<file path="src/sv/utf8v_pkg.sv">
// Shared types and constants for the UTF-8 text validator.
package utf8v_pkg;

  // Default counter width and register reset values
  localparam int unsigned LENGTH_BITS_DEF = 16;
  localparam int unsigned CAP_W           = 16;
  localparam int unsigned LEN_OUT_W       = 16;
  localparam int unsigned CFG_DATA_W      = 16;
  localparam logic [CAP_W-1:0] CAP_RESET  = 16'd256;

  // Configuration register indexes
  typedef enum logic {
    CFG_MAX_CAPACITY = 1'b0,
    CFG_MULTILINE    = 1'b1
  } cfg_index_t;

  // Byte classes
  localparam logic [7:0] CTRL_LIMIT = 8'd32;
  localparam logic [7:0] CHAR_DEL   = 8'd127;
  localparam logic [7:0] CHAR_TAB   = 8'd9;
  localparam logic [7:0] CHAR_LF    = 8'd10;
  localparam logic [7:0] CHAR_CR    = 8'd13;
  localparam logic [7:0] ASCII_END  = 8'd128;
  localparam logic [7:0] LEAD2_LO   = 8'd194;
  localparam logic [7:0] LEAD2_HI   = 8'd223;
  localparam logic [7:0] LEAD3_LO   = 8'd224;
  localparam logic [7:0] LEAD3_HI   = 8'd239;
  localparam logic [7:0] LEAD4_LO   = 8'd240;
  localparam logic [7:0] LEAD4_HI   = 8'd244;

  // Code point limits
  localparam int unsigned CP_W = 21;
  localparam logic [CP_W-1:0] CP_MAX      = 21'd1114111;
  localparam logic [CP_W-1:0] SURR_LO     = 21'd55296;
  localparam logic [CP_W-1:0] SURR_HI     = 21'd57343;
  localparam logic [CP_W-1:0] C1_LO       = 21'd128;
  localparam logic [CP_W-1:0] C1_HI       = 21'd159;
  localparam logic [CP_W-1:0] MIN_CP_2B   = 21'd128;
  localparam logic [CP_W-1:0] MIN_CP_3B   = 21'd2048;
  localparam logic [CP_W-1:0] MIN_CP_4B   = 21'd65536;

  // Lowest legal code point class of the open sequence
  typedef enum logic [1:0] {
    MIN_2BYTE = 2'd0,
    MIN_3BYTE = 2'd1,
    MIN_4BYTE = 2'd2
  } min_class_t;

  // Decode state carried from byte to byte
  typedef struct packed {
    logic               error_seen;
    logic [1:0]         pending;
    logic [CP_W-1:0]    accum;
    min_class_t         min_class;
  } dec_state_t;

  localparam dec_state_t DEC_CLEAR = '{
    error_seen: 1'b0, pending: 2'd0, accum: '0, min_class: MIN_2BYTE
  };

endpackage

</file>
<file path="src/sv/utf8v_step.sv">
// One-byte decode step: next UTF-8 decode state from the current state and a byte.
module utf8v_step (
  input  utf8v_pkg::dec_state_t cur_state,
  input  logic [7:0]            byte_in,
  input  logic                  multiline,
  input  logic                  cnt_full,
  output utf8v_pkg::dec_state_t nxt_state
);
  import utf8v_pkg::*;

  logic [CP_W-1:0] acc_new;
  logic [1:0]      pend_new;
  logic [CP_W-1:0] min_cp;
  logic            cp_bad;
  logic            ws_ok;

  // Append the six payload bits of a continuation byte
  assign acc_new  = {cur_state.accum[CP_W-7:0], byte_in[5:0]};
  assign pend_new = cur_state.pending - 2'd1;

  // Pick the lowest legal code point for the sequence length
  always_comb begin
    case (cur_state.min_class)
      MIN_2BYTE: min_cp = MIN_CP_2B;
      MIN_3BYTE: min_cp = MIN_CP_3B;
      MIN_4BYTE: min_cp = MIN_CP_4B;
      default:   min_cp = MIN_CP_2B;
    endcase
  end

  // Reject overlong, too large, surrogate and C1 code points
  assign cp_bad = (acc_new < min_cp) || (acc_new > CP_MAX) ||
                  (acc_new >= SURR_LO && acc_new <= SURR_HI) ||
                  (acc_new >= C1_LO && acc_new <= C1_HI);

  assign ws_ok = multiline &&
                 (byte_in == CHAR_TAB || byte_in == CHAR_LF || byte_in == CHAR_CR);

  // Advance the decoder; hold everything once an error has latched
  always_comb begin
    nxt_state = cur_state;
    if (cnt_full) begin
      nxt_state.error_seen = 1'b1;
    end
    if (!nxt_state.error_seen) begin
      if (cur_state.pending != 2'd0) begin
        if (byte_in[7:6] != 2'b10) begin
          nxt_state.error_seen = 1'b1;
        end else begin
          nxt_state.accum   = acc_new;
          nxt_state.pending = pend_new;
          if (pend_new == 2'd0 && cp_bad) begin
            nxt_state.error_seen = 1'b1;
          end
        end
      end else if (byte_in < CTRL_LIMIT || byte_in == CHAR_DEL) begin
        if (!ws_ok) begin
          nxt_state.error_seen = 1'b1;
        end
      end else if (byte_in < ASCII_END) begin
        nxt_state.error_seen = 1'b0;
      end else if (byte_in >= LEAD2_LO && byte_in <= LEAD2_HI) begin
        nxt_state.accum     = {{(CP_W-5){1'b0}}, byte_in[4:0]};
        nxt_state.pending   = 2'd1;
        nxt_state.min_class = MIN_2BYTE;
      end else if (byte_in >= LEAD3_LO && byte_in <= LEAD3_HI) begin
        nxt_state.accum     = {{(CP_W-4){1'b0}}, byte_in[3:0]};
        nxt_state.pending   = 2'd2;
        nxt_state.min_class = MIN_3BYTE;
      end else if (byte_in >= LEAD4_LO && byte_in <= LEAD4_HI) begin
        nxt_state.accum     = {{(CP_W-3){1'b0}}, byte_in[2:0]};
        nxt_state.pending   = 2'd3;
        nxt_state.min_class = MIN_4BYTE;
      end else begin
        nxt_state.error_seen = 1'b1;
      end
    end
  end

endmodule

</file>
<file path="src/sv/utf8_text_validator.sv">
// Top level of the streaming UTF-8 text validator.
//
//   channel | direction | handshake          | payload
//   in_     | input     | in_valid/in_stall  | text_byte, has_byte, last_byte
//   out_    | output    | out_valid/out_stall| text_valid, text_length
//   cfg_    | input     | cfg_we             | cfg_index, cfg_wdata
//
// One byte per cycle while in_stall is low: an item is registered on acceptance,
// decoded by the byte step from the input register, and a verdict lands in the
// output register when the last item leaves the input register. Items without
// last_byte never wait on the output. Reset (synchronous, rst_n low) clears the
// pipeline and text state and restores max_capacity 256, multiline off.
// A stalled verdict holds the decode stage only when it too carries a last item.
module utf8_text_validator #(
  parameter int unsigned LENGTH_BITS = utf8v_pkg::LENGTH_BITS_DEF
) (
  input  logic                             clk,
  input  logic                             rst_n,
  // configuration
  input  logic                             cfg_we,
  input  logic                             cfg_index,
  input  logic [utf8v_pkg::CFG_DATA_W-1:0] cfg_wdata,
  // input items
  input  logic                             in_valid,
  output logic                             in_stall,
  input  logic [7:0]                       in_text_byte,
  input  logic                             in_has_byte,
  input  logic                             in_last_byte,
  // result items
  output logic                             out_valid,
  input  logic                             out_stall,
  output logic                             out_text_valid,
  output logic [utf8v_pkg::LEN_OUT_W-1:0]  out_text_length
);
  import utf8v_pkg::*;

  localparam int unsigned CMP_W = (LENGTH_BITS > CAP_W) ? LENGTH_BITS : CAP_W;

  // Configuration registers
  logic [CAP_W-1:0]       max_capacity_r;
  logic                   multiline_r;

  // Input register
  logic                   s1_valid_r;
  logic [7:0]             s1_byte_r;
  logic                   s1_has_r;
  logic                   s1_last_r;

  // Text state
  dec_state_t             dec_r, dec_nxt, dec_step;
  logic [LENGTH_BITS-1:0] count_r, count_nxt, count_step;
  logic                   cnt_full;

  // Output register
  logic                   out_valid_r;
  logic                   out_ok_r, out_ok_nxt;
  logic [LEN_OUT_W-1:0]   out_len_r, out_len_nxt;

  logic                   s1_fire;
  logic                   in_fire;
  logic [CMP_W-1:0]       count_wide;

  // Write configuration registers
  always_ff @(posedge clk) begin
    if (!rst_n) begin
      max_capacity_r <= CAP_RESET;
      multiline_r    <= 1'b0;
    end else if (cfg_we) begin
      unique case (cfg_index_t'(cfg_index))
        CFG_MAX_CAPACITY: max_capacity_r <= cfg_wdata[CAP_W-1:0];
        CFG_MULTILINE:    multiline_r    <= cfg_wdata[0];
        default:          multiline_r    <= multiline_r;
      endcase
    end
  end

  // Drain the input register unless a verdict cannot be placed
  assign s1_fire  = s1_valid_r && (!s1_last_r || !out_valid_r || !out_stall);
  assign in_stall = s1_valid_r && !s1_fire;
  assign in_fire  = in_valid && !in_stall;

  always_ff @(posedge clk) begin
    if (!rst_n) begin
      s1_valid_r <= 1'b0;
    end else if (in_fire) begin
      s1_valid_r <= 1'b1;
    end else if (s1_fire) begin
      s1_valid_r <= 1'b0;
    end
  end

  always_ff @(posedge clk) begin
    if (in_fire) begin
      s1_byte_r <= in_text_byte;
      s1_has_r  <= in_has_byte;
      s1_last_r <= in_last_byte;
    end
  end

  // Decode one byte
  assign cnt_full = (count_r == {LENGTH_BITS{1'b1}});

  utf8v_step u_step (
    .cur_state (dec_r),
    .byte_in   (s1_byte_r),
    .multiline (multiline_r),
    .cnt_full  (cnt_full),
    .nxt_state (dec_step)
  );

  always_comb begin
    if (s1_has_r) begin
      count_step = cnt_full ? count_r : count_r + {{(LENGTH_BITS-1){1'b0}}, 1'b1};
    end else begin
      count_step = count_r;
    end
  end

  assign count_wide = CMP_W'(s1_has_r ? count_step : count_r);

  // Form the verdict from the state after this item's byte
  always_comb begin
    dec_nxt     = s1_has_r ? dec_step : dec_r;
    count_nxt   = count_step;
    out_ok_nxt  = !dec_nxt.error_seen && (dec_nxt.pending == 2'd0) &&
                  (multiline_r || (count_wide != '0)) &&
                  (count_wide < CMP_W'(max_capacity_r));
    out_len_nxt = (count_wide > CMP_W'({LEN_OUT_W{1'b1}})) ?
                  {LEN_OUT_W{1'b1}} : count_wide[LEN_OUT_W-1:0];
    if (s1_last_r) begin
      dec_nxt   = DEC_CLEAR;
      count_nxt = '0;
    end
  end

  // Advance text state
  always_ff @(posedge clk) begin
    if (!rst_n) begin
      dec_r   <= DEC_CLEAR;
      count_r <= '0;
    end else if (s1_fire) begin
      dec_r   <= dec_nxt;
      count_r <= count_nxt;
    end
  end

  // Load or drop the verdict
  always_ff @(posedge clk) begin
    if (!rst_n) begin
      out_valid_r <= 1'b0;
    end else if (s1_fire && s1_last_r) begin
      out_valid_r <= 1'b1;
    end else if (!out_stall) begin
      out_valid_r <= 1'b0;
    end
  end

  always_ff @(posedge clk) begin
    if (s1_fire && s1_last_r) begin
      out_ok_r  <= out_ok_nxt;
      out_len_r <= out_len_nxt;
    end
  end

  assign out_valid       = out_valid_r;
  assign out_text_valid  = out_ok_r;
  assign out_text_length = out_len_r;

endmodule
</file>
<file path="config.mk">
export PLATFORM = sky130hd
export DESIGN_NAME = utf8_text_validator
export DESIGN_NICKNAME = d
export VERILOG_FILES = /design/src/sv/utf8v_pkg.sv /design/src/sv/utf8v_step.sv /design/src/sv/utf8_text_validator.sv
export SDC_FILE = /design/constraint.sdc
export NUM_CORES = 1
export LEC_CHECK = 0
export ABC_AREA = 1
export ABC_CLOCK_PERIOD_IN_PS = 2600
export BUFFER_PORTS_ARGS = -buffer_cell sky130_fd_sc_hd__clkbuf_2
export CAP_MARGIN = 10
export CORE_MARGIN = 5
export CORE_UTILIZATION = 50
export DETAILED_ROUTE_END_ITERATION = 10
export GPL_ROUTABILITY_DRIVEN = 0
export PLACE_DENSITY = 0.73
export SYNTH_ARGS = -nofsm -noshare
export SYNTH_HDL_FRONTEND = slang
export SYNTH_SLANG_ARGS = --single-unit
</file>
<file path="constraint.sdc">
create_clock -name clk -period 2.6 [get_ports clk]
set_input_delay 0.52 -clock clk [delete_from_list [all_inputs] [get_ports clk]]
set_output_delay 0.52 -clock clk [all_outputs]
set_load 0.01 [all_outputs]
</file>
==> qor.csv, run 1 <==
stage,metric,value,unit
placed_design,detailedPlacementHpwl,8675,um
route,wirelength,11740,um
layout,stdcell_count,817,
layout,layout.nets,755,
outcome,outcome,finished clean,
critical_path,worstSetupStartpointType,flop,
yosys,yosys-top-cells-area,"sky130_fd_sc_hd__dfxtp_1 23%, sky130_fd_sc_hd__edfxtp_1 17%, sky130_fd_sc_hd__nand2_1 12%, sky130_fd_sc_hd__inv_1 6.7%, sky130_fd_sc_hd__a21oi_1 6.2%",
layout,antennaDiodeCount,0,
yosys,yosysTopAreaCellShare,23.37,%
timing,max_freq,406.1,MHz
layout,layout-drive-gt1-share,24.22,%
yosys,post_synth_num_cell_types,43,
route,drt-pass1-iter-count,6,
grt,antenna_found_initial,0,
yosys,ys_seq_area_share,40.57,%
critical_path,timing.critical_path.required,2.81,ns
worst_hold_path,hold_class,in2reg,
critical_path,worst-endpoint-arrival,2.67,ns
placed_design,post-place-cells,791,
timing,worst_slew_pin_slew,0.7422,ns
route,route.detailed.vias_per_inst,5.357,
yosys,postSynthAreaPerCell,7.468,um^2
yosys,syn_area,4712,um^2
power_and_ir_drop,power.net_switching,765.0,uW
power_and_ir_drop,total_leakage_power,2.516,nW
power_and_ir_drop,power.ir.vdd_worst,0.3022,mV
layout,layout_area_growth_over_synthesis,17.95,%
timing,report.final.slew_viol_count,0,
placed_design,buffer_ports.inserted,50,
clocking,clockBufferDepth,2,
timing,tns,0,ns
grt,global_route.usage.total,20.07,%
route,route.detailed.wl_per_inst,14.37,um
grt,grt_first_pass_wirelength,18750,um
power_and_ir_drop,pwr-share-comb,16.2,%
power_and_ir_drop,netSwitchingFraction,27.55,%
power_and_ir_drop,cell_internal_pwr,2.012,mW
yosys,flip_flop_and_latch_count_after_synthesis,82,
timing,final.min_clock_period,2.463,ns
clocking,cts.sink_count,82,
timing,slew-limit-headroom,50.34,%
critical_path,cell_depth_of_the_worst_flop_to_flop_path,18,
critical_path,worstPathMaxFanout,4,
clocking,cts_made_buffers,9,
critical_path,setup.reg_to_reg.worst_slack,0.14,ns
route,route.antenna.remaining_nets,0,
power_and_ir_drop,clock_power_share,32.9,%
floorplanning,design.die.area,11470,um^2
power_and_ir_drop,seq_power_share,51.0,%
clocking,clk_root_buffer_cell,sky130_fd_sc_hd__clkbuf_8,
floorplanning,num_io_pins,51,
job,cap_violations,0,
floorplanning,floorplan_core_area,9196,um^2
route,remaining_drc_errors,0,
yosys,postSynthCellCount,631,
yosys,synth.largest_area_cell,sky130_fd_sc_hd__dfxtp_1,
clocking,clk_transition_reported_paths,0.09,ns
critical_path,r2r_end,out_text_valid$_DFFE_PP_,
clocking,clk-insertion-delay-late,0.35,ns
power_and_ir_drop,power_density,499.7,nW/um^2
floorplanning,die_w,107.1,um
grt,globalRoute.totalOverflow,0,
timing,fin_worst_skew,0.01452,ns
timing,final_setup_violations,0,
timing,finalHoldViolations,0,
route,drt_iter0_drc,204,
critical_path,rr_startpoint,count_r[1]$_SDFFE_PN0P_,
critical_path,setup_crit_end_kind,flop,
critical_path,crit_start,count_r[1]$_SDFFE_PN0P_,
grt,pin_count_of_the_biggest_net_entering_global_routing,30,
clocking,cts_tree,done,
floorplanning,initial_core_util,51.24,%
timing,post-route-period-util,94.72,%
power_and_ir_drop,fin_total_pwr,2.777,mW
floorplanning,row_count,35,
critical_path,worstSetupPathType,reg2reg,
yosys,ys.warnings.count,0,
route,via_count,4377,
grt,grt_pass1_vias,4042,
critical_path,worst_setup_path_endpoint,out_text_valid$_DFFE_PP_,
clocking,cts_htree_levels,3,
floorplanning,die_y,107.1,um
yosys,post_syn_nets,685,
clocking,holdBufCountCts,0,
==> per-stage QoR <==
step           hold WS (ns)  util, %  worst slack, ns  area, um^2
2_1_floorplan        0.4347        -           0.2186        4712
3_3_place_gp         0.4565    56.01           0.1082        5151
3_5_place_dp         0.4613    56.01         -0.07542        5151
4_1_cts              0.3263    58.29          0.02008        5360
5_1_grt              0.3220    60.44         -0.06515        5558
6_report             0.3324    60.44           0.1374        5558
==> kinds of logic (layout without fill, tap and decap cells) <==
kind of cell	count (synthesis)	in the layout	share of synthesized area [%]
fa+ha+maj	22	22	5.842
flops	82	82	40.57
compound gates	112	112	14.34
xor+xnor	4	4	0.7436
simple gates	303	303	29.50
buf+inv	108	183	9.001
==> cells in the final DEF, fill, tap and decap left out, types with 5 or more instances in the layout <==
| master | instances |
|---|---|
| sky130_fd_sc_hd__a211oi_2 | 6 |
| sky130_fd_sc_hd__a21oi_1 | 54 |
| sky130_fd_sc_hd__a21oi_2 | 10 |
| sky130_fd_sc_hd__buf_4 | 24 |
| sky130_fd_sc_hd__clkbuf_2 | 50 |
| sky130_fd_sc_hd__clkbuf_8 | 11 |
| sky130_fd_sc_hd__dfxtp_1 | 42 |
| sky130_fd_sc_hd__dfxtp_2 | 11 |
| sky130_fd_sc_hd__edfxtp_1 | 27 |
| sky130_fd_sc_hd__ha_1 | 20 |
| sky130_fd_sc_hd__inv_1 | 82 |
| sky130_fd_sc_hd__inv_2 | 8 |
| sky130_fd_sc_hd__nand2_1 | 152 |
| sky130_fd_sc_hd__nand2_2 | 12 |
| sky130_fd_sc_hd__nand3_1 | 43 |
| sky130_fd_sc_hd__nand4_1 | 12 |
| sky130_fd_sc_hd__nor2_1 | 51 |
| sky130_fd_sc_hd__nor2_2 | 5 |
| sky130_fd_sc_hd__nor2_4 | 6 |
| sky130_fd_sc_hd__nor3_1 | 5 |
| sky130_fd_sc_hd__o21ai_0 | 26 |
==> routing by layer <==
metal / GRT usage, % / wire (um)
met5: 0 / 0
met2: 34.05 / 5766
met4: 9.315 / 427
met3: 2.649 / 749
met1: 25.20 / 4795
==> power by group through the flow <==
stage	clock [mW]	sequential [mW]	combinational [mW]
final	0.913	1.42	0.449
after global routing	0.998	1.42	0.507
after CTS	0.927	1.42	0.427
after detailed placement	0	1.45	0.423
after global placement	0	1.44	0.410
after floorplan	0	1.44	0.296
==> what timing repair did <==
item | CTS | global route
endpoints found under the setup margin | 1 | 1
cloned | 0 | 0
buffers inserted | 0 | 10
pin swaps | 0 | 9
gates resized for setup | 4 | 39
hold endpoints to repair | 0 | 0
==> final cells by class <==
cell class	instances	area [um^2]
clock buffers	15	187.7
clock inverters	1	6.256
fillers	824	3638
inverters	91	345.3
multi-input cells	441	2485
flip-flops and latches	82	1933
well taps	111	138.9
repair buffers	76	461.7
==> critical path: stages, from the launching register on <==
cell,delay [ns]
sky130_fd_sc_hd__dfxtp_4,0.38
sky130_fd_sc_hd__ha_4,0.17
sky130_fd_sc_hd__inv_1,0.06
sky130_fd_sc_hd__nor2_2,0.14
sky130_fd_sc_hd__nand2_1,0.11
sky130_fd_sc_hd__nor2_2,0.11
sky130_fd_sc_hd__nand3_1,0.07
sky130_fd_sc_hd__nand2_1,0.07
sky130_fd_sc_hd__nand2_1,0.06
sky130_fd_sc_hd__nand2_1,0.09
sky130_fd_sc_hd__inv_1,0.08
sky130_fd_sc_hd__ha_1,0.27
sky130_fd_sc_hd__nand4_1,0.13
sky130_fd_sc_hd__inv_1,0.07
sky130_fd_sc_hd__a21oi_2,0.12
sky130_fd_sc_hd__nand3_1,0.08
sky130_fd_sc_hd__nor2_1,0.12
sky130_fd_sc_hd__nand2_1,0.08
sky130_fd_sc_hd__a21oi_2,0.11
==> state kept, by name, summed over array words and instances, names as in the netlist <==
register and cells:
count_r 16, dec_r 20, max_capacity_r 16, multiline_r 1, out_text_length 16, out_text_valid 1
out_valid 1, s1_byte_r 8, s1_has_r 1, s1_last_r 1, s1_valid_r 1
==> Yosys cell counts, drive strengths merged <==
master	number
nand2	167
inv	90
a21oi	66
nor2	63
dfxtp	55
nand3	46
o21ai	30
edfxtp	27
ha	22
nand4	13
clkbuf	10
a211oi	9
buf	7
nor3	6
or2	4
xnor2	3
a31oi	2
nand3b	2
nor3b	2
o21a	2
clkinv	1
o211ai	1
o21bai	1
o22ai	1
xor2	1
==> how the worst min path moves through the flow <==
stage,from,end,slack (ns),depth (start not counted)
5_1_grt,in_text_byte[7],s1_byte_r[7]$_DFFE_PP_,0.32,1
6_report,in_text_byte[7],s1_byte_r[7]$_DFFE_PP_,0.33,1
4_1_cts,in_text_byte[7],s1_byte_r[7]$_DFFE_PP_,0.33,1
3_5_place_dp,max_capacity_r[7]$_SDFFE_PN0P_,max_capacity_r[7]$_SDFFE_PN0P_,0.46,2
2_1_floorplan,max_capacity_r[3]$_SDFFE_PN0P_,max_capacity_r[3]$_SDFFE_PN0P_,0.43,2
3_3_place_gp,max_capacity_r[7]$_SDFFE_PN0P_,max_capacity_r[7]$_SDFFE_PN0P_,0.46,2
No activity file was read; power rests on OpenSTA's default activity.
==> run 2: changes to the inputs <==
Settings changed: CORE_ASPECT_RATIO set to 1.75, CTS_BUF_LIST set to sky130_fd_sc_hd__clkbuf_8.
==> run 2 against run 1 <==
  * Clock-buffer cell count is 5 lower
  * First-iteration DRC count is 63% higher
  * Non-clock buffer count stayed put
  * Fmax is 0.64% lower
  * Register-to-register slack worse by 0.02 ns
  * Clock skew is 0.0055 ns lower
  * Clock power is 15% higher
  * Combinational power is 4% lower
  * Total power is 4.4% higher
  * Critical path depth is 1 lower
  * Critical endpoint unchanged
==> qor.csv, run 2 (synthesis gave the netlist of run 1 again) <==
stage,metric,value,unit,change
power_and_ir_drop,pwr-share-comb,14.9,%,was 16.2%
timing,post-route-period-util,95.33,%,was 94.72%
timing,hold-worst-slack,0.3178,ns,was 0.3324 ns
power_and_ir_drop,power.net_switching,791.9,uW,was 765.0 uW
critical_path,cp_num_buf_inv,2,,was 3
job,cap_violations,0,,unchanged
power_and_ir_drop,power_density,523.5,nW/um^2,was 499.7 nW/um^2
route,route.antenna.remaining_nets,0,,unchanged
clocking,cts.sink_count,82,,unchanged
power_and_ir_drop,clock_power_share,36.3,%,was 32.9%
placed_design,detailedPlacementHpwl,9727,um,was 8675 um
critical_path,worstPathCellList,ha_4 > nand3_2 > nor2_4 > nand4_2 > nand2_2 > inv_2 > nand2_1 > o21bai_2 > inv_2 > ha_1 > a21oi_1 > o21ai_0 > a21oi_1 > nand3_1 > nor2_1 > nand2_1 > a21oi_2,,was ha_4 > inv_1 > nor2_2 > nand2_1 > nor2_2 > nand3_1 > nand2_1 > nand2_1 > nand2_1 > inv_1 > ha_1 > nand4_1 > inv_1 > a21oi_2 > nand3_1 > nor2_1 > nand2_1 > a21oi_2
grt,grt_first_pass_wirelength,19820,um,"was 18,750 um"
critical_path,timing.critical_path.required,2.84,ns,was 2.81 ns
timing,finalHoldViolations,0,,unchanged
placed_design,placed_area,5187,um^2,was 5151 um^2
worst_hold_path,hold_class,in2reg,,unchanged
critical_path,setup.reg_to_reg.worst_slack,0.12,ns,was 0.14 ns
route,route.detailed.vias_per_inst,5.428,,was 5.357
layout,largest_register,dec_r,,unchanged
layout,layout_common_cells,"154 x sky130_fd_sc_hd__nand2_1, 82 x sky130_fd_sc_hd__inv_1, 58 x sky130_fd_sc_hd__a21oi_1, 51 x sky130_fd_sc_hd__nor2_1, 50 x sky130_fd_sc_hd__clkbuf_2",,"was 152 x sky130_fd_sc_hd__nand2_1, 82 x sky130_fd_sc_hd__inv_1, 54 x sky130_fd_sc_hd__a21oi_1, 51 x sky130_fd_sc_hd__nor2_1, 50 x sky130_fd_sc_hd__clkbuf_2"
critical_path,worstPathMaxFanout,4,,unchanged
clocking,holdBufCountCts,0,,unchanged
floorplanning,floorplan_core_area,9350,um^2,was 9196 um^2
route,remaining_drc_errors,0,,unchanged
clocking,cts_htree_levels,3,,unchanged
critical_path,setup_crit_end_kind,flop,,unchanged
timing,slew-limit-headroom,46.19,%,was 50.34%
critical_path,timing.critical_path.slowest_cell_delay,0.39,ns,was 0.38 ns
layout,finish.instance_area,5539,um^2,was 5558 um^2
critical_path,cell_depth_of_the_worst_flop_to_flop_path,17,,was 18
layout,antennaDiodeCount,0,,unchanged
critical_path,rr_startpoint,count_r[1]$_SDFFE_PN0P_,,unchanged
critical_path,r2r_end,out_text_valid$_DFFE_PP_,,unchanged
grt,pin_count_of_the_biggest_net_entering_global_routing,30,,unchanged
layout,final.fill_count,826,,was 824
critical_path,worstSetupPathType,reg2reg,,unchanged
timing,max_freq,403.5,MHz,was 406.1 MHz
grt,antenna_found_initial,0,,unchanged
route,drt-pass1-iter-count,5,,was 6
critical_path,worst-endpoint-arrival,2.72,ns,was 2.67 ns
clocking,clockBufferDepth,2,,unchanged
route,route.detailed.wl_per_inst,15.11,um,was 14.37 um
timing,worst_slew_pin_slew,0.8062,ns,was 0.7422 ns
clocking,clk_transition_reported_paths,0.09,ns,about the same
route,via_count,4494,,"was 4,377"
clocking,cts_tree,done,,unchanged
route,wirelength,12510,um,"was 11,740 um"
clocking,clk_root_buffer_cell,sky130_fd_sc_hd__clkbuf_8,,unchanged
grt,grt_pass1_vias,4338,,"was 4,042"
route,drt_iter0_drc,332,,was 204
timing,final_setup_violations,0,,unchanged
outcome,outcome,finished clean,,unchanged
clocking,cts_made_buffers,9,,unchanged
floorplanning,initial_core_util,50.39,%,was 51.24%
power_and_ir_drop,total_leakage_power,2.505,nW,was 2.516 nW
power_and_ir_drop,cell_internal_pwr,2.108,mW,was 2.012 mW
worst_hold_path,hold-path-endpoint,s1_has_r$_DFFE_PP_,,was s1_byte_r[7]$_DFFE_PP_
floorplanning,design.die.area,11540,um^2,"was 11,470 um^2"
power_and_ir_drop,netSwitchingFraction,27.31,%,was 27.55%
layout,layout-drive-gt1-share,22.80,%,was 24.22%
timing,final.min_clock_period,2.479,ns,was 2.463 ns
layout,largest_register_ff_count,20,,unchanged
power_and_ir_drop,seq_power_share,48.8,%,was 51.0%
floorplanning,row_count,47,,was 35
critical_path,crit_family,simple AND/OR/NAND/NOR gates,,unchanged
critical_path,worstSetupStartpointType,flop,,unchanged
floorplanning,die_y,138.4,um,was 107.1 um
power_and_ir_drop,power.ir.vdd_worst,0.4501,mV,was 0.3022 mV
critical_path,timing.critical_path.slowest_stage_cell,sky130_fd_sc_hd__dfxtp_4,,unchanged
timing,fin_worst_skew,0.008997,ns,was 0.01452 ns
placed_design,buffer_ports.inserted,50,,unchanged
grt,global_route.usage.total,21.65,%,was 20.07%
layout,layout.nets,755,,unchanged
worst_hold_path,timing.hold.worst.start,in_has_byte,,was in_text_byte[7]
layout,layout_area_growth_over_synthesis,17.55,%,was 17.95%
floorplanning,num_io_pins,51,,unchanged
floorplanning,die_w,83.39,um,was 107.1 um
clocking,clk-insertion-delay-late,0.38,ns,was 0.35 ns
layout,layout.cells.most_common,sky130_fd_sc_hd__nand2_1,,unchanged
timing,report.final.slew_viol_count,0,,unchanged
grt,globalRoute.totalOverflow,0,,unchanged
worst_hold_path,count_of_cells_along_the_worst_hold_path,1,,unchanged
## run 2: how the worst max path moves through the flow
stage,endpoint,from,cells after the start,slack (ns)
6_report,out_text_valid$_DFFE_PP_,count_r[1]$_SDFFE_PN0P_,17,0.12
5_1_grt,out_text_valid$_DFFE_PP_,count_r[0]$_SDFFE_PN0P_,17,-0.07
4_1_cts,out_text_valid$_DFFE_PP_,count_r[2]$_SDFFE_PN0P_,15,0.0007
3_5_place_dp,out_text_valid$_DFFE_PP_,count_r[0]$_SDFFE_PN0P_,17,-0.11
3_3_place_gp,out_text_valid$_DFFE_PP_,count_r[0]$_SDFFE_PN0P_,17,0.07
2_1_floorplan,out_text_valid$_DFFE_PP_,count_r[0]$_SDFFE_PN0P_,17,0.22
## run 2: cell type report
cell class / count / area (um^2) / area share [%]
clock buffers: 10 / 137.6 / 2.485
clock inverters: 6 / 88.84 / 1.604
inverters: 91 / 345.3 / 6.234
multi-input cells: 441 / 2422 / 43.73
flip-flops and latches: 82 / 1931 / 34.85
well taps: 122 / 152.6 / 2.756
repair buffers: 76 / 461.7 / 8.335
## run 2: routing by layer
metal | share of wire, % | global-route usage [%] | vias up
li1 | - | - | 2197
met1 | 34 | 19.72 | 2075
met2 | 54 | 39.64 | 153
met3 | 4.4 | 4.940 | 69
met4 | 8.2 | 17.92 | 0
met5 | 0 | 0 | -
## run 2: power groups by stage
stage               clock (mW)  combinational (mW)  sequential (mW)
CTS                       1.07               0.426             1.42
global placement             0               0.411             1.44
detailed placement           0               0.423             1.45
finish                    1.05               0.431             1.42
global route              1.13               0.487             1.42
floorplan                    0               0.296             1.44
## run 2: repair_timing
item,in CTS,in global routing
gates resized for setup,4,24
pin swaps,0,6
setup endpoints to repair,1,1
buffers inserted,0,7
endpoints found under the hold margin,0,0
## run 2: through the flow
step | setup slack [ns] | setup TNS [ns] | instances | total power [mW] | util, %
after floorplan | 0.2186 | 0 | 631 | 1.733 | -
after global placement | 0.06969 | 0 | 805 | 1.856 | 55.48
after detailed placement | -0.1087 | -0.1087 | 805 | 1.870 | 55.48
after CTS | 0.0006501 | 0 | 821 | 2.911 | 58.10
after global routing | -0.06599 | -0.06599 | 828 | 3.034 | 59.24
final | 0.1215 | 0 | 828 | 2.900 | 59.24
==> run 3: changes to the inputs <==
Settings changed: PLACE_DENSITY 0.73 to 0.72, SYNTH_HIERARCHICAL set to 1.
==> run 3 against run 2 <==
  * Final area is 0.88% higher
  * Non-clock buffer count is 1 lower
  * Fmax is 2.9% lower
  * Die area is 1.6% higher
  * Total power is 7.3% lower
==> qor.csv, run 3 <==
stage,metric,value,unit,change
outcome,outcome,finished clean,,unchanged
critical_path,crit_family,simple AND/OR/NAND/NOR gates,,unchanged
placed_design,buffer_ports.inserted,50,,unchanged
floorplanning,floorplan_core_area,9409,um^2,was 9350 um^2
worst_hold_path,hold_class,in2reg,,unchanged
clocking,clk_transition_reported_paths,0.09,ns,about the same
power_and_ir_drop,total_leakage_power,2.504,nW,was 2.505 nW
layout,layout.nets,790,,was 755
critical_path,worstSetupPathType,reg2reg,,unchanged
power_and_ir_drop,fin_total_pwr,2.689,mW,was 2.900 mW
timing,final_setup_violations,0,,unchanged
layout,largest_register,dec_r,,unchanged
route,drt-pass1-iter-count,4,,was 5
yosys,ys.warnings.count,6,,was 0
floorplanning,die_y,139.6,um,was 138.4 um
floorplanning,initial_core_util,50.98,%,was 50.39%
critical_path,timing.critical_path.slowest_cell_delay,0.35,ns,was 0.39 ns
clocking,clk-insertion-delay-late,0.36,ns,was 0.38 ns
floorplanning,num_io_pins,51,,unchanged
yosys,post_syn_nets,725,,was 685
layout,largest_register_ff_count,20,,unchanged
yosys,postSynthCellCount,671,,was 631
floorplanning,die_w,84.05,um,was 83.39 um
critical_path,worst-endpoint-arrival,2.77,ns,was 2.72 ns
floorplanning,design.die.area,11730,um^2,"was 11,540 um^2"
layout,layout.cells.most_common,sky130_fd_sc_hd__nand2_1,,unchanged
timing,post-route-period-util,98.14,%,was 95.33%
grt,global_route.usage.total,20.81,%,was 21.65%
grt,grt_first_pass_wirelength,19690,um,"was 19,820 um"
grt,grt_pass1_vias,4504,,"was 4,338"
timing,report.final.slew_viol_count,0,,unchanged
floorplanning,row_count,47,,unchanged
timing,slew-limit-headroom,48.38,%,was 46.19%
critical_path,worstPathCellList,inv_2 > ha_1 > inv_1 > ha_4 > nand2_2 > nor3_2 > nand2_1 > nand2_1 > nand2_1 > nand2_1 > a21oi_2 > or2_4 > o21ai_2 > inv_1 > nor3_2 > o2111a_1 > nand2_1 > nor2_1,,was ha_4 > nand3_2 > nor2_4 > nand4_2 > nand2_2 > inv_2 > nand2_1 > o21bai_2 > inv_2 > ha_1 > a21oi_1 > o21ai_0 > a21oi_1 > nand3_1 > nor2_1 > nand2_1 > a21oi_2
route,route.antenna.remaining_nets,0,,unchanged
timing,post-route-worst-setup-slack,0.04847,ns,was 0.1215 ns
clocking,clockBufferDepth,2,,unchanged
job,cap_violations,0,,unchanged
timing,tns,0,ns,unchanged
route,via_count,4587,,"was 4,494"
placed_design,placement.setup.worst_slack,-0.05243,ns,was -0.1087 ns
timing,fin_worst_skew,0.007872,ns,was 0.008997 ns
critical_path,setup_crit_end_kind,flop,,unchanged
layout,layout_area_growth_over_synthesis,16.48,%,was 17.55%
clocking,cts.sink_count,82,,unchanged
critical_path,timing.critical_path.required,2.82,ns,was 2.84 ns
critical_path,timing.critical_path.slowest_stage_cell,sky130_fd_sc_hd__dfxtp_2,,was sky130_fd_sc_hd__dfxtp_4
clocking,cts_made_buffers,9,,unchanged
layout,antennaDiodeCount,0,,unchanged
placed_design,detailedPlacementHpwl,9354,um,was 9727 um
critical_path,timing.critical_path.mode_cell,sky130_fd_sc_hd__nand2_1,,
timing,finalHoldViolations,0,,unchanged
route,drt_iter0_drc,244,,was 332
layout,final.fill_count,869,,was 826
clocking,cts_htree_levels,3,,unchanged
grt,pin_count_of_the_biggest_net_entering_global_routing,35,,was 30
critical_path,worstSetupStartpointType,flop,,unchanged
route,route.detailed.vias_per_inst,5.315,,was 5.428
timing,hold-worst-slack,0.3270,ns,was 0.3178 ns
power_and_ir_drop,power_density,481.2,nW/um^2,was 523.5 nW/um^2
critical_path,cp_num_buf_inv,3,,was 2
timing,worst_slew_pin_slew,0.7715,ns,was 0.8062 ns
critical_path,worstPathMaxFanout,3,,was 4
power_and_ir_drop,power.ir.vdd_worst,0.4726,mV,was 0.4501 mV
route,route.detailed.wl_per_inst,14.28,um,was 15.11 um
grt,antenna_found_initial,0,,unchanged
layout,layout_common_cells,"177 x sky130_fd_sc_hd__nand2_1, 93 x sky130_fd_sc_hd__inv_1, 65 x sky130_fd_sc_hd__a21oi_1, 50 x sky130_fd_sc_hd__clkbuf_2, 43 x sky130_fd_sc_hd__dfxtp_1",,"was 154 x sky130_fd_sc_hd__nand2_1, 82 x sky130_fd_sc_hd__inv_1, 58 x sky130_fd_sc_hd__a21oi_1, 51 x sky130_fd_sc_hd__nor2_1, 50 x sky130_fd_sc_hd__clkbuf_2"
timing,max_freq,391.9,MHz,was 403.5 MHz
route,remaining_drc_errors,0,,unchanged
timing,final.min_clock_period,2.552,ns,was 2.479 ns
yosys,syn_area,4797,um^2,was 4712 um^2
layout,layout-drive-gt1-share,21.19,%,was 22.80%
yosys,postSynthAreaPerCell,7.149,um^2,was 7.468 um^2
layout,stdcell_count,863,,was 828
clocking,cts_tree,done,,unchanged
route,wirelength,12330,um,"was 12,510 um"
timing,setup_repair_after_global_routing_missed_its_margin,yes,,
grt,globalRoute.totalOverflow,0,,unchanged
clocking,clk_root_buffer_cell,sky130_fd_sc_hd__clkbuf_8,,unchanged
placed_design,post-place-cells,844,,was 805
clocking,holdBufCountCts,0,,unchanged
run 3: cell count changes in the layout (fill, tap and decap cells not counted), moves of 5 or more:
| cell | before | now |
|---|---|---|
| sky130_fd_sc_hd__dfxtp_1 | 48 | 43 |
| sky130_fd_sc_hd__inv_2 | 8 | 13 |
| sky130_fd_sc_hd__o22ai_1 | 1 | 11 |
| sky130_fd_sc_hd__o21ai_1 | 3 | 9 |
| sky130_fd_sc_hd__nand2_1 | 154 | 177 |
| sky130_fd_sc_hd__nand3_1 | 43 | 36 |
| sky130_fd_sc_hd__inv_1 | 82 | 93 |
| sky130_fd_sc_hd__a21oi_1 | 58 | 65 |
| sky130_fd_sc_hd__nor2_1 | 51 | 42 |
| sky130_fd_sc_hd__dfxtp_2 | 3 | 12 |
| sky130_fd_sc_hd__a211oi_2 | 6 | 1 |
| sky130_fd_sc_hd__nand4_1 | 12 | 7 |
run 3: path summary, 6_finish.rpt:
check | from | slack [ns] | depth (start not counted) | to
min | in_last_byte | 0.33 | 1 | s1_last_r$_DFFE_PP_
max reg2reg | dec_r[0]$_SDFFE_PN0P_ | 0.05 | 18 | out_text_valid$_DFFE_PP_
min reg2reg | max_capacity_r[4]$_SDFFE_PN0P_ | 0.46 | 2 | max_capacity_r[4]$_SDFFE_PN0P_
max | dec_r[0]$_SDFFE_PN0P_ | 0.05 | 18 | out_text_valid$_DFFE_PP_
run 3: through the flow:
step,utilization [%],instance area [um^2]
final,59.39,5588
after global routing,59.39,5588
after floorplan,-,4800
after detailed placement,55.86,5256
after CTS,58.06,5463
after global placement,55.86,5256
run 3: timing repair:
| action | 4_1_cts | 5_1_grt |
|---|---|---|
| setup buffers | 0 | 3 |
| gates cloned | 0 | 0 |
| setup endpoints to repair | 1 | 1 |
| resized for setup | 1 | 43 |
| pin swaps | 1 | 20 |
run 3: final cells by class:
cell class                      instances  area [um^2]  area share [%]
Multi-Input combinational cell        460         2462           44.07
Tap cell                              122        152.6           2.732
Clock inverter                          6        63.81           1.142
Inverter                              108        406.6           7.277
Clock buffer                           10        137.6           2.463
Sequential cell                        82         1927           34.48
Timing Repair Buffer                   75        437.9           7.837
run 3: per-layer routing:
metal | GRT usage, % | vias up | part of all wire (%) | wire, um
met5 | 0 | - | 0 | 0
met4 | 11.86 | 0 | 4.5 | 558
met3 | 4.021 | 40 | 3.6 | 446
met2 | 41.05 | 132 | 56 | 6884
met1 | 19.01 | 2129 | 36 | 4439
li1 | - | 2286 | - | -
run 3: where the power goes:
part           leakage [nW]  internal (mW)  total [mW]  switching (mW)
Sequential            0.719           1.36        1.39          0.0235
Clock                 0.104          0.472       0.965           0.493
Combinational          1.68          0.124       0.336           0.213
